**src/hdl/stepper_accel_ramp_generator_unit_defines.svh**
```systemverilog
// assertion helpers for the ramp generator
`ifndef STEPPER_ACCEL_RAMP_GENERATOR_UNIT_DEFINES_SVH
`define STEPPER_ACCEL_RAMP_GENERATOR_UNIT_DEFINES_SVH

// same-cycle implication on clk_i, off during reset
`define SARG_ASSERT_IMPL(label, ante, cons, msg) \
  label: assert property (@(posedge clk_i) disable iff (!rst_ni) (ante) |-> (cons)) \
    else $error(msg);

// next-cycle implication on clk_i, off during reset
`define SARG_ASSERT_NEXT(label, ante, cons, msg) \
  label: assert property (@(posedge clk_i) disable iff (!rst_ni) (ante) |=> (cons)) \
    else $error(msg);

`endif

```
**src/hdl/sarg_pkg.sv**
```systemverilog
`timescale 1ns / 1ps
package sarg_pkg;

  localparam int unsigned SHIFT_W    = 4;
  localparam int unsigned RAMP_W     = 15;
  localparam int unsigned START_W    = 16;
  localparam int unsigned STEPS_W    = 15;
  localparam int unsigned TICK_W     = 16;
  localparam int unsigned PERIOD_W   = 16;
  localparam int unsigned IV_W       = 32;
  localparam int unsigned CFG_IDX_W  = 2;
  localparam int unsigned CFG_DATA_W = 16;

  localparam int unsigned FRACTION_BITS_DEF = 16;

  localparam logic [SHIFT_W-1:0] ACCEL_SHIFT_RST  = SHIFT_W'(8);
  localparam logic [RAMP_W-1:0]  RAMP_STEPS_RST   = RAMP_W'(500);
  localparam logic [START_W-1:0] START_PERIOD_RST = START_W'(6000);

  typedef enum logic [CFG_IDX_W-1:0] {
    CFG_ACCEL_SHIFT  = 2'd0,
    CFG_RAMP_STEPS   = 2'd1,
    CFG_START_PERIOD = 2'd2
  } cfg_idx_e;

  typedef struct packed {
    logic [SHIFT_W-1:0] accel_shift;
    logic [RAMP_W-1:0]  ramp_steps;
    logic [START_W-1:0] start_period;
  } cfg_t;

  typedef struct packed {
    logic               cmd;
    logic [STEPS_W-1:0] x_steps;
    logic [STEPS_W-1:0] y_steps;
  } in_t;

  typedef struct packed {
    logic                x_step;
    logic                y_step;
    logic                x_busy;
    logic                y_busy;
    logic [PERIOD_W-1:0] x_period;
    logic [PERIOD_W-1:0] y_period;
  } out_t;

  typedef struct packed {
    logic                step;
    logic                busy;
    logic [PERIOD_W-1:0] period;
  } axis_res_t;

endpackage

```
**src/hdl/sarg_cfg.sv**
```systemverilog
`timescale 1ns / 1ps
module sarg_cfg (
  input  logic                             clk_i,
  input  logic                             rst_ni,
  input  logic                             cfg_valid_i,
  output logic                             cfg_ready_o,
  input  logic [sarg_pkg::CFG_IDX_W-1:0]   cfg_index_i,
  input  logic [sarg_pkg::CFG_DATA_W-1:0]  cfg_data_i,
  output sarg_pkg::cfg_t                   cfg_o
);
  import sarg_pkg::*;

  cfg_t cfg_q;

  assign cfg_ready_o = 1'b1;
  assign cfg_o       = cfg_q;

  always_ff @(posedge clk_i or negedge rst_ni) begin
    if (!rst_ni) begin
      cfg_q.accel_shift  <= ACCEL_SHIFT_RST;
      cfg_q.ramp_steps   <= RAMP_STEPS_RST;
      cfg_q.start_period <= START_PERIOD_RST;
    end else if (cfg_valid_i) begin
      unique case (cfg_idx_e'(cfg_index_i))
        CFG_ACCEL_SHIFT: begin
          cfg_q.accel_shift <= cfg_data_i[SHIFT_W-1:0];
        end
        CFG_RAMP_STEPS: begin
          cfg_q.ramp_steps <= cfg_data_i[RAMP_W-1:0];
        end
        CFG_START_PERIOD: begin
          cfg_q.start_period <= cfg_data_i[START_W-1:0];
        end
        default: begin
          cfg_q <= cfg_q;
        end
      endcase
    end
  end

endmodule

```
**src/hdl/sarg_axis.sv**
```systemverilog
`timescale 1ns / 1ps
module sarg_axis #(
  parameter int unsigned FRACTION_BITS = sarg_pkg::FRACTION_BITS_DEF
) (
  input  logic                           clk_i,
  input  logic                           rst_ni,
  input  logic                           en_i,
  input  logic                           start_i,
  input  logic [sarg_pkg::STEPS_W-1:0]   steps_i,
  input  sarg_pkg::cfg_t                 cfg_i,
  output sarg_pkg::axis_res_t            res_o
);
  import sarg_pkg::*;

  localparam int unsigned WIDE_W = START_W + FRACTION_BITS;
  localparam int unsigned INT_W  = IV_W - FRACTION_BITS;

  logic [STEPS_W-1:0]  rem_q, rem_d;
  logic [STEPS_W-1:0]  accel_q, accel_d;
  logic [STEPS_W-1:0]  brake_q, brake_d;
  logic [IV_W-1:0]     iv_q, iv_d;
  logic [TICK_W-1:0]   tick_q, tick_d;

  logic [WIDE_W-1:0]   iv_wide;
  logic [IV_W-1:0]     iv_start;
  logic [INT_W-1:0]    int_cur, int_nxt;
  logic [PERIOD_W-1:0] cmp_cur, cmp_nxt;
  logic [TICK_W-1:0]   tick_inc;
  logic [STEPS_W-1:0]  rem_dec;
  logic [STEPS_W-1:0]  half_steps;
  logic [IV_W-1:0]     delta;
  logic [IV_W:0]       iv_sum;
  logic [IV_W-1:0]     iv_up, iv_dn;
  logic                step;

  assign iv_wide = {cfg_i.start_period, {FRACTION_BITS{1'b0}}};
  assign int_cur = iv_q[IV_W-1:FRACTION_BITS];
  assign int_nxt = iv_d[IV_W-1:FRACTION_BITS];

  generate
    if (WIDE_W > IV_W) begin : g_start_sat
      assign iv_start = (|iv_wide[WIDE_W-1:IV_W]) ? '1 : iv_wide[IV_W-1:0];
    end else begin : g_start_pad
      assign iv_start = IV_W'(iv_wide);
    end
    if (INT_W > PERIOD_W) begin : g_cmp_sat
      assign cmp_cur = (|int_cur[INT_W-1:PERIOD_W]) ? '1 : int_cur[PERIOD_W-1:0];
      assign cmp_nxt = (|int_nxt[INT_W-1:PERIOD_W]) ? '1 : int_nxt[PERIOD_W-1:0];
    end else begin : g_cmp_pad
      assign cmp_cur = PERIOD_W'(int_cur);
      assign cmp_nxt = PERIOD_W'(int_nxt);
    end
  endgenerate

  assign tick_inc   = tick_q + 1'b1;
  assign rem_dec    = rem_q - 1'b1;
  assign half_steps = steps_i >> 1;
  assign delta      = iv_q >> cfg_i.accel_shift;
  assign iv_sum     = {1'b0, iv_q} + {1'b0, delta};
  assign iv_up      = iv_sum[IV_W] ? '1 : iv_sum[IV_W-1:0];
  assign iv_dn      = iv_q - delta;

  always_comb begin
    rem_d   = rem_q;
    accel_d = accel_q;
    brake_d = brake_q;
    iv_d    = iv_q;
    tick_d  = tick_q;
    step    = 1'b0;
    if (start_i) begin
      rem_d = steps_i;
      if ({1'b0, steps_i} < {cfg_i.ramp_steps, 1'b0}) begin
        accel_d = half_steps;
        brake_d = steps_i - half_steps;
      end else begin
        accel_d = cfg_i.ramp_steps;
        brake_d = cfg_i.ramp_steps;
      end
      iv_d   = iv_start;
      tick_d = '0;
    end else if (rem_q != '0) begin
      if (tick_inc < cmp_cur) begin
        tick_d = tick_inc;
      end else begin
        step   = 1'b1;
        tick_d = '0;
        rem_d  = rem_dec;
        if (rem_dec < brake_q) begin
          iv_d = iv_up;
        end else if (accel_q != '0) begin
          iv_d    = iv_dn;
          accel_d = accel_q - 1'b1;
        end
      end
    end
  end

  always_ff @(posedge clk_i or negedge rst_ni) begin
    if (!rst_ni) begin
      rem_q   <= '0;
      accel_q <= '0;
      brake_q <= '0;
      iv_q    <= '0;
      tick_q  <= '0;
    end else if (en_i) begin
      rem_q   <= rem_d;
      accel_q <= accel_d;
      brake_q <= brake_d;
      iv_q    <= iv_d;
      tick_q  <= tick_d;
    end
  end

  assign res_o.step   = step;
  assign res_o.busy   = (rem_d != '0);
  assign res_o.period = cmp_nxt;

endmodule

```
**src/hdl/stepper_accel_ramp_generator_unit.sv**
```systemverilog
// trapezoidal two-axis step generator
// path: an accepted transaction passes the input register, then the output register
// throughput: one transaction per cycle unless out_stall_i holds the output register
// reset: asynchronous active low, clears both axes and the pipeline, registers to defaults
`timescale 1ns / 1ps
`include "stepper_accel_ramp_generator_unit_defines.svh"
module stepper_accel_ramp_generator_unit #(
  parameter int unsigned FRACTION_BITS = sarg_pkg::FRACTION_BITS_DEF
) (
  input  logic                            clk_i,
  input  logic                            rst_ni,
  input  logic                            in_valid_i,
  output logic                            in_stall_o,
  input  sarg_pkg::in_t                   in_data_i,
  output logic                            out_valid_o,
  input  logic                            out_stall_i,
  output sarg_pkg::out_t                  out_data_o,
  input  logic                            cfg_valid_i,
  output logic                            cfg_ready_o,
  input  logic [sarg_pkg::CFG_IDX_W-1:0]  cfg_index_i,
  input  logic [sarg_pkg::CFG_DATA_W-1:0] cfg_data_i
);
  import sarg_pkg::*;

  cfg_t      cfg;
  in_t       s1_q;
  logic      s1_valid_q;
  out_t      out_q;
  logic      out_valid_q;
  logic      out_free;
  logic      adv;
  logic      in_acc;
  axis_res_t x_res, y_res;

  assign out_free   = !out_valid_q || !out_stall_i;
  assign adv        = s1_valid_q && out_free;
  assign in_stall_o = s1_valid_q && !out_free;
  assign in_acc     = in_valid_i && !in_stall_o;

  sarg_cfg u_cfg (
    .clk_i       (clk_i),
    .rst_ni      (rst_ni),
    .cfg_valid_i (cfg_valid_i),
    .cfg_ready_o (cfg_ready_o),
    .cfg_index_i (cfg_index_i),
    .cfg_data_i  (cfg_data_i),
    .cfg_o       (cfg)
  );

  sarg_axis #(.FRACTION_BITS(FRACTION_BITS)) u_axis_x (
    .clk_i   (clk_i),
    .rst_ni  (rst_ni),
    .en_i    (adv),
    .start_i (s1_q.cmd),
    .steps_i (s1_q.x_steps),
    .cfg_i   (cfg),
    .res_o   (x_res)
  );

  sarg_axis #(.FRACTION_BITS(FRACTION_BITS)) u_axis_y (
    .clk_i   (clk_i),
    .rst_ni  (rst_ni),
    .en_i    (adv),
    .start_i (s1_q.cmd),
    .steps_i (s1_q.y_steps),
    .cfg_i   (cfg),
    .res_o   (y_res)
  );

  always_ff @(posedge clk_i or negedge rst_ni) begin
    if (!rst_ni) begin
      s1_valid_q  <= 1'b0;
      out_valid_q <= 1'b0;
    end else begin
      if (in_acc) begin
        s1_valid_q <= 1'b1;
      end else if (adv) begin
        s1_valid_q <= 1'b0;
      end
      if (adv) begin
        out_valid_q <= 1'b1;
      end else if (!out_stall_i) begin
        out_valid_q <= 1'b0;
      end
    end
  end

  always_ff @(posedge clk_i) begin
    if (in_acc) begin
      s1_q <= in_data_i;
    end
    if (adv) begin
      out_q.x_step   <= x_res.step;
      out_q.y_step   <= y_res.step;
      out_q.x_busy   <= x_res.busy;
      out_q.y_busy   <= y_res.busy;
      out_q.x_period <= x_res.period;
      out_q.y_period <= y_res.period;
    end
  end

  assign out_valid_o = out_valid_q;
  assign out_data_o  = out_q;

  `SARG_ASSERT_IMPL(a_hold_blocks_input, s1_valid_q && out_valid_q && out_stall_i, in_stall_o, "input taken while both stages held")
  `SARG_ASSERT_NEXT(a_adv_fills_out, adv, out_valid_q, "advanced transaction lost before output")
  `SARG_ASSERT_NEXT(a_acc_fills_s1, in_acc, s1_valid_q, "accepted transaction lost in input register")
  `SARG_ASSERT_NEXT(a_start_no_step, adv && s1_q.cmd, !out_q.x_step && !out_q.y_step, "step pulse on a start transaction")

endmodule

```
**config.mk**
```make
export PLATFORM = sky130hd
export DESIGN_NAME = stepper_accel_ramp_generator_unit
export DESIGN_NICKNAME = d
export VERILOG_FILES = /design/src/hdl/sarg_pkg.sv /design/src/hdl/sarg_cfg.sv /design/src/hdl/sarg_axis.sv /design/src/hdl/stepper_accel_ramp_generator_unit.sv
export VERILOG_INCLUDE_DIRS = /design/src /design/src/hdl
export SDC_FILE = /design/constraint.sdc
export NUM_CORES = 1
export LEC_CHECK = 0
export ABC_CLOCK_PERIOD_IN_PS = 4950
export BUFFER_PORTS_ARGS = -buffer_cell sky130_fd_sc_hd__buf_2
export CORE_AREA = 2 2 224 226
export CTS_CLUSTER_SIZE = 14
export DETAILED_ROUTE_END_ITERATION = 6
export DIE_AREA = 0 0 226 228
export PLACE_DENSITY = 0.78
export SLEW_MARGIN = 10
export SYNTH_ARGS = -nofsm -noshare
export SYNTH_HDL_FRONTEND = slang
export SYNTH_SLANG_ARGS = --single-unit
```
**constraint.sdc**
```tcl
create_clock -name clk_i -period 4.95 [get_ports clk_i]
set_input_delay 0.2475 -clock clk_i [delete_from_list [all_inputs] [get_ports clk_i]]
set_output_delay 0.2475 -clock clk_i [all_outputs]
set_load 0.01 [all_outputs]
```
# Word level (Yosys, flattened, before mapping)
# Index checks and enable logic that the tools add are counted.
[totals] regBits=290 out_inout_bits=39
[classes] addsub=12 order_cmp=6 n_eq_ne=7 shift=2 muxes=44 bitwise=2 n_reduce_logical=34
[ops] cell="2-to-1 mux 32 bit" n=12
[ops] cell="2-to-1 mux 15 bit" n=20
[ops] cell="2-to-1 mux 16 bit" n=6
[ops] cell="nonzero test 15 bit" n=6
[ops] cell="adder 32 x 32 -> 33 bit" n=2
[ops] cell=">> shifter 32 x 4 -> 32 bit" n=2
[ops] cell="subtractor 32 bit" n=2
[ops] cell="subtractor 15 x 1 -> 15 bit (second input constant)" n=4
[ops] cell="adder 16 x 1 -> 16 bit (second input constant)" n=2
[ops] cell="less-than comparator 15 x 16 -> 1 bit" n=2
[ops] cell="less-than comparator 16 bit" n=2
[ops] cell="less-than comparator 15 bit" n=2
[ops] cell="subtractor 15 x 14 -> 15 bit" n=2
[ops] cell="AND reduction 2 bit" n=6
[ops] cell="AND reduction 5 bit" n=2
[ops] cell="nonzero test 2 bit" n=5
[ops] cell="inequality test 2 bit (second input constant)" n=4
[ops] cell="AND reduction 4 bit" n=2
[ops] cell="2-to-1 mux 1 bit" n=6
[ops] cell="nonzero test 3 bit" n=2
[ops] cell="logical NOT 1 bit" n=4
[ops] cell="OR reduction 2 bit" n=2
[ops] cell="logical AND 1 bit" n=3
[ops] cell="equality test 2 x 1 -> 1 bit (second input constant)" n=1
[ops] cell="5 further kinds" n=6

# Logic depth before layout (Yosys ltp)
[depth] ltp_word=7 mapped_depth=23 depth_no_buf=19

# By module
# From an unflattened synthesis, not the netlist that was laid out.
[unflattened] cells_unflattened=3577 area_unflattened_um2=29143.0
[by_module_without_submodules] mod="sarg_axis at u_axis_y" instances=1 cells_per_inst=1728 area_per_inst_um2=12817.3 seq_area_each_um2=2327.2
[by_module_without_submodules] mod="sarg_axis at u_axis_x" instances=1 cells_per_inst=1697 area_per_inst_um2=12762.2 seq_area_each_um2=2327.2
[by_module_without_submodules] mod="stepper_accel_ramp_generator_unit" instances=1 cells_per_inst=75 area_per_inst_um2=2104.5 seq_area_each_um2=2062.0
[by_module_without_submodules] mod="sarg_cfg" instances=1 cells_per_inst=77 area_per_inst_um2=1458.9 seq_area_each_um2=893.4

# Least setup slack after synthesis
# No wires, ideal clock.
[synth_path] path_kind="flip-flop to flip-flop" from="reg u_cfg.cfg_q, in the netlist u_cfg.cfg_o[31]" to="reg out_q, in the netlist out_data_o[24], data pin" arrival_ns=4.794 required_ns=4.691 setup_slack_ns=-0.103 path_stages_with_launch=23 path_buffers=6 path_cell_list="dfrtp_1 > buf_1 > buf_2 > buf_2 > clkbuf_1 > nand2_1 > o21ai_0 > mux2i_1 > nand2_1 > o21ai_0 > ha_1 > fa_1 > nor2b_1 > o211ai_2 > a311oi_1 > a211oi_2 > o21ai_4 > a311oi_2 > buf_2 > buf_2 > nand2_1 > a32oi_1 > nand2_1"
[synth_between] elab_chain_len=7
[synth_rtl] item="start: declaration" line="sarg_cfg.sv:13" text="cfg_t cfg_q;"
[synth_rtl] item="start signal: assignment" line="sarg_cfg.sv:35" text="cfg_q <= cfg_q;"
[synth_rtl] item=">> shifter 32 x 4 -> 32 bit *" line="sarg_axis.sv:58" text="assign delta = iv_q >> cfg_i.accel_shift;"
[synth_rtl] item="subtractor 32 bit or adder 32 x 32 -> 33 bit (tied branches)" line="sarg_axis.sv:61, sarg_axis.sv:59"
[synth_rtl] item="2-to-1 mux 32 bit, on equally long branches" line="sarg_axis.sv:90, sarg_axis.sv:60"
[synth_rtl] item="2-to-1 mux 32 bit *" line="sarg_axis.sv:88" text="if (rem_dec < brake_q) begin"
[synth_rtl] item="2-to-1 mux 32 bit *" line="sarg_axis.sv:82" text="if (tick_inc < cmp_cur) begin"
[synth_rtl] item="2-to-1 mux 32 bit *" line="sarg_axis.sv:81" text="end else if (rem_q != '0) begin"
[synth_rtl] item="2-to-1 mux 32 bit *" line="sarg_axis.sv:70" text="if (start_i) begin"
[synth_rtl] item="via u_axis_x.iv_d[24]" line="sarg_axis.sv:21" text="logic [IV_W-1:0] iv_q, iv_d;"
[synth_rtl] item="end: declaration" line="stepper_accel_ramp_generator_unit.sv:28" text="out_t out_q;"
# Mark *: on every way through the listed nets, which the timed path passes. The rest lies on a longest branch. The select of a mux whose other input is x is not followed.
# A chain may end at the register's enable or synchronous reset.

# Worst setup path in the final report
[layout_path] from="reg u_cfg.cfg_q, in the netlist u_cfg.cfg_o[31]" to="reg out_q, in the netlist out_data_o[23], data pin"
# The elaborated chain is that of the path after synthesis.

==> reports/results.txt <==
Status = completed
Register area share after synthesis = 0.269
Synthesized instance count = 3473
EDFF count, synth = 67
Chip Width = 226 µm
CTS Buf Count = 37
Top_reg_cell synth = dfrtp_1
Crit-path cells = buf_4 > mux4_2 > mux2_2 > or2_2 > o21ai_0 > ha_1 > buf_4 > inv_1 > a221oi_1 > o31ai_2 > buf_4 > a211o_1 > a21oi_2 > or3_1 > nand3_1 > xnor2_1 > o211ai_1 > a22oi_1
Post-route ant nets = 0
Mean Syn Cell Area = 8.15 µm²
Hold Crit Start = cfg_data_i[12]
Post-synth top area cell = dfrtp_1
FF-to-FF End = out_data_o[23]
DIE AREA = 51500 µm²
Most frequent cells in the layout = 321 x nand2_1, 311 x a21oi_1, 282 x nor2_1, 265 x ha_1, 252 x inv_1
Synth cell types = 102
Leakage = 0.0153 µW
Dpl hpwl = 73.5 mm
CP Data Arrival Time = 5.19 ns
Hold Crit Endpoint = u_cfg.cfg_o[12]
WL final = 99.5 mm
Vias in the first global route = 27294
Critical path required time = 5.30 ns
Most used cell, CP = buf_4
CP max-delay cell = mux4_2
Final GP Congestion = 1.06
Commonest non-fill, non-tap cell in the layout = nand2_1
FF-to-FF Start = u_cfg.cfg_o[31]
Clock Skew = 0.0220 ns
Top-area cell type share of the netlist area = 0.185
Die Y-Extent = 228 µm
Power Density = 487 nW/µm²
Setup slack, reg-to-reg = 0.11 ns
Syn nets = 3799
GR Util All Layers = 0.378
Total gr overflow = 0
Share of cells above drive strength 1 = 0.175
Number of I/O pins = 93
Setup crit start kind = flip-flop
CTS tree = built
CP peak stage delay = 0.51 ns
Hold Fails Final Rpt = 0
Slew margin rel. = 0.267
Vias per inst = 6.51
FF+latch count, synth = 290
Total design power = 16100 µW
Via count = 28767
FFs w/ async S/R, synth = 0.769
CP max FO = 7
Area grow syn2layout = 16.6%
Max cap viols = 0
Clock Sink Count = 290
Setup-failing EPs final = 0
Largest net degree at the start of global routing = 118
Hold_ws = 0.0152 ns
Synth warn = 0
Post-synthesis cell area = 28300 µm²
Reg clk slew, reported paths = 0.06 ns
HP Class = primary input to flip-flop
Final setup TNS = 0 ns
IO Port Bufs = 91
Worst VDD drop = 0.359 mV
Core area = 49300 µm²
Worst path buffer plus inverter count = 4
Hold Crit Depth = 2
DRT Pass-1 Iters = 7
Worst setup path category = flip-flop to flip-flop
Worst r2r path cells = 18
Period utilization = 0.978
Final non-filler cell area = 33000 µm²
Clk Latency, worst-skew pair = 0.59 ns
Clock Path Buffers = 3
Max Clock Freq = 207 MHz
Wire per inst = 22.5 µm
CTS H-tree lvls = 2
Top delay family on crit path = compound AO/OA/AOI/OAI gates
DR iter-0 viols = 3471
Top area cells in the synthesized netlist = dfrtp_1 18%, ha_1 12%, edfxtp_1 7.1%
Max-slew violations = 0
Root Driver = clkbuf_16
Initial antenna violation count = 2
Fill cell count = 4076
Slew @ Worst Pin = 1.10 ns
DRC = 0
Min Clock Period, post-route = 4.84 ns
Antenna Cells = 0
Placed inst area = 30800 µm²
First-pass GRT wire length = 153 mm
Crit end category = flip-flop
Final #Nets = 4045
Core Rows = 82
Starting Density = 0.573
==> cell type report <==
type / instances / area (µm²) / area share
Multi-Input combinational cell: 2736 / 19400 / 0.586
Sequential cell: 290 / 7620 / 0.231
Timing Repair Buffer: 398 / 3000 / 0.0908
Clock buffer: 54 / 1080 / 0.0328
Inverter: 256 / 967 / 0.0293
Tap cell: 672 / 841 / 0.0255
Clock inverter: 13 / 143 / 0.00432
==> per-stage QoR <==
step                std cells  setup WS [ns]   util
floorplan                3473         0.0560      -
global placement         4294         -0.203  0.625
detailed placement       4294         -0.149  0.625
CTS                      4410        0.00478  0.661
global route             4419        -0.0274  0.669
finish                   4419          0.109  0.669
==> registers in the layout, indices dropped and copies added, names as in the netlist <==
| name | count |
|---|---|
| out_data_o | 36 |
| out_valid_o | 1 |
| s1_q | 31 |
| s1_valid_q | 1 |
| u_axis_x.accel_q | 15 |
| u_axis_x.brake_q | 15 |
| u_axis_x.iv_q | 32 |
| u_axis_x.rem_q | 15 |
| u_axis_x.tick_q | 16 |
| u_axis_y.accel_q | 15 |
| u_axis_y.brake_q | 15 |
| u_axis_y.iv_q | 32 |
| u_axis_y.rem_q | 15 |
| u_axis_y.tick_q | 16 |
| u_cfg.cfg_o | 35 |
==> kinds of logic after synthesis <==
| family | Yosys count | share of synthesized area |
|---|---|---|
| mux | 177 | 0.0775 |
| xor+xnor | 137 | 0.0424 |
| fa+ha+maj | 272 | 0.122 |
| compound gates | 1128 | 0.257 |
| buf+inv | 447 | 0.0615 |
| flops | 290 | 0.269 |
| other cells | 1 | 0.000133 |
| simple gates | 1021 | 0.171 |
==> worst reg2reg max path: stages (launching register included) <==
cell and delay (ns):
dfrtp_2 0.46, buf_4 0.16, mux4_2 0.51, mux2_2 0.29
or2_2 0.27, o21ai_0 0.11, ha_1 0.19, buf_4 0.16
inv_1 0.05, a221oi_1 0.42, o31ai_2 0.16, buf_4 0.18
a211o_1 0.29, a21oi_2 0.24, or3_1 0.18, nand3_1 0.10
xnor2_1 0.29, o211ai_1 0.21, a22oi_1 0.36
==> synth_stat cells (all sizes together) (42+ instances only) <==
cell      n
dfrtp   209
mux2     67
nand2b   44
clkbuf  140
o31ai    42
inv     254
nand3    78
xor2     54
a21oi   316
nor2    287
buf      51
nand2   326
mux2i    83
o21ai   275
o22ai    58
ha      266
nor3     49
xnor2    83
edfxtp   67
a21o     62
==> how the worst max path moves through the flow <==
stage                            startpoint                end  depth (start not counted)
after detailed placement    u_cfg.cfg_o[31]  u_axis_y.iv_q[23]                         17
after global routing        u_cfg.cfg_o[31]  u_axis_y.iv_q[26]                         20
after floorplan             u_cfg.cfg_o[32]     out_data_o[24]                         20
final                       u_cfg.cfg_o[31]     out_data_o[23]                         18
after global placement      u_cfg.cfg_o[31]  u_axis_y.iv_q[23]                         17
after CTS                 u_axis_y.rem_q[6]      out_data_o[9]                         14
==> power by group <==
part / switching, µW / internal, µW
logic: 5880 / 3940
registers: 540 / 2900
clock network: 1180 / 1640
==> repair_timing <==
action	4_1_cts	5_1_grt
setup endpoints to repair	21	90
gates resized for setup	14	89
buffers inserted	1	9
pin swaps	0	17
hold buffers	48	0
endpoints found under the hold margin	166	0
==> per-layer routing <==
layer | track usage | share of wire | vias up
met3 | 0.0719 | 0.092 | 428
met2 | 0.587 | 0.45 | 1654
met1 | 0.477 | 0.39 | 13535
met5 | 0 | 0.00011 | -
met4 | 0.257 | 0.075 | 2
li1 | - | - | 13148
Power figures use the tool's default switching activity.
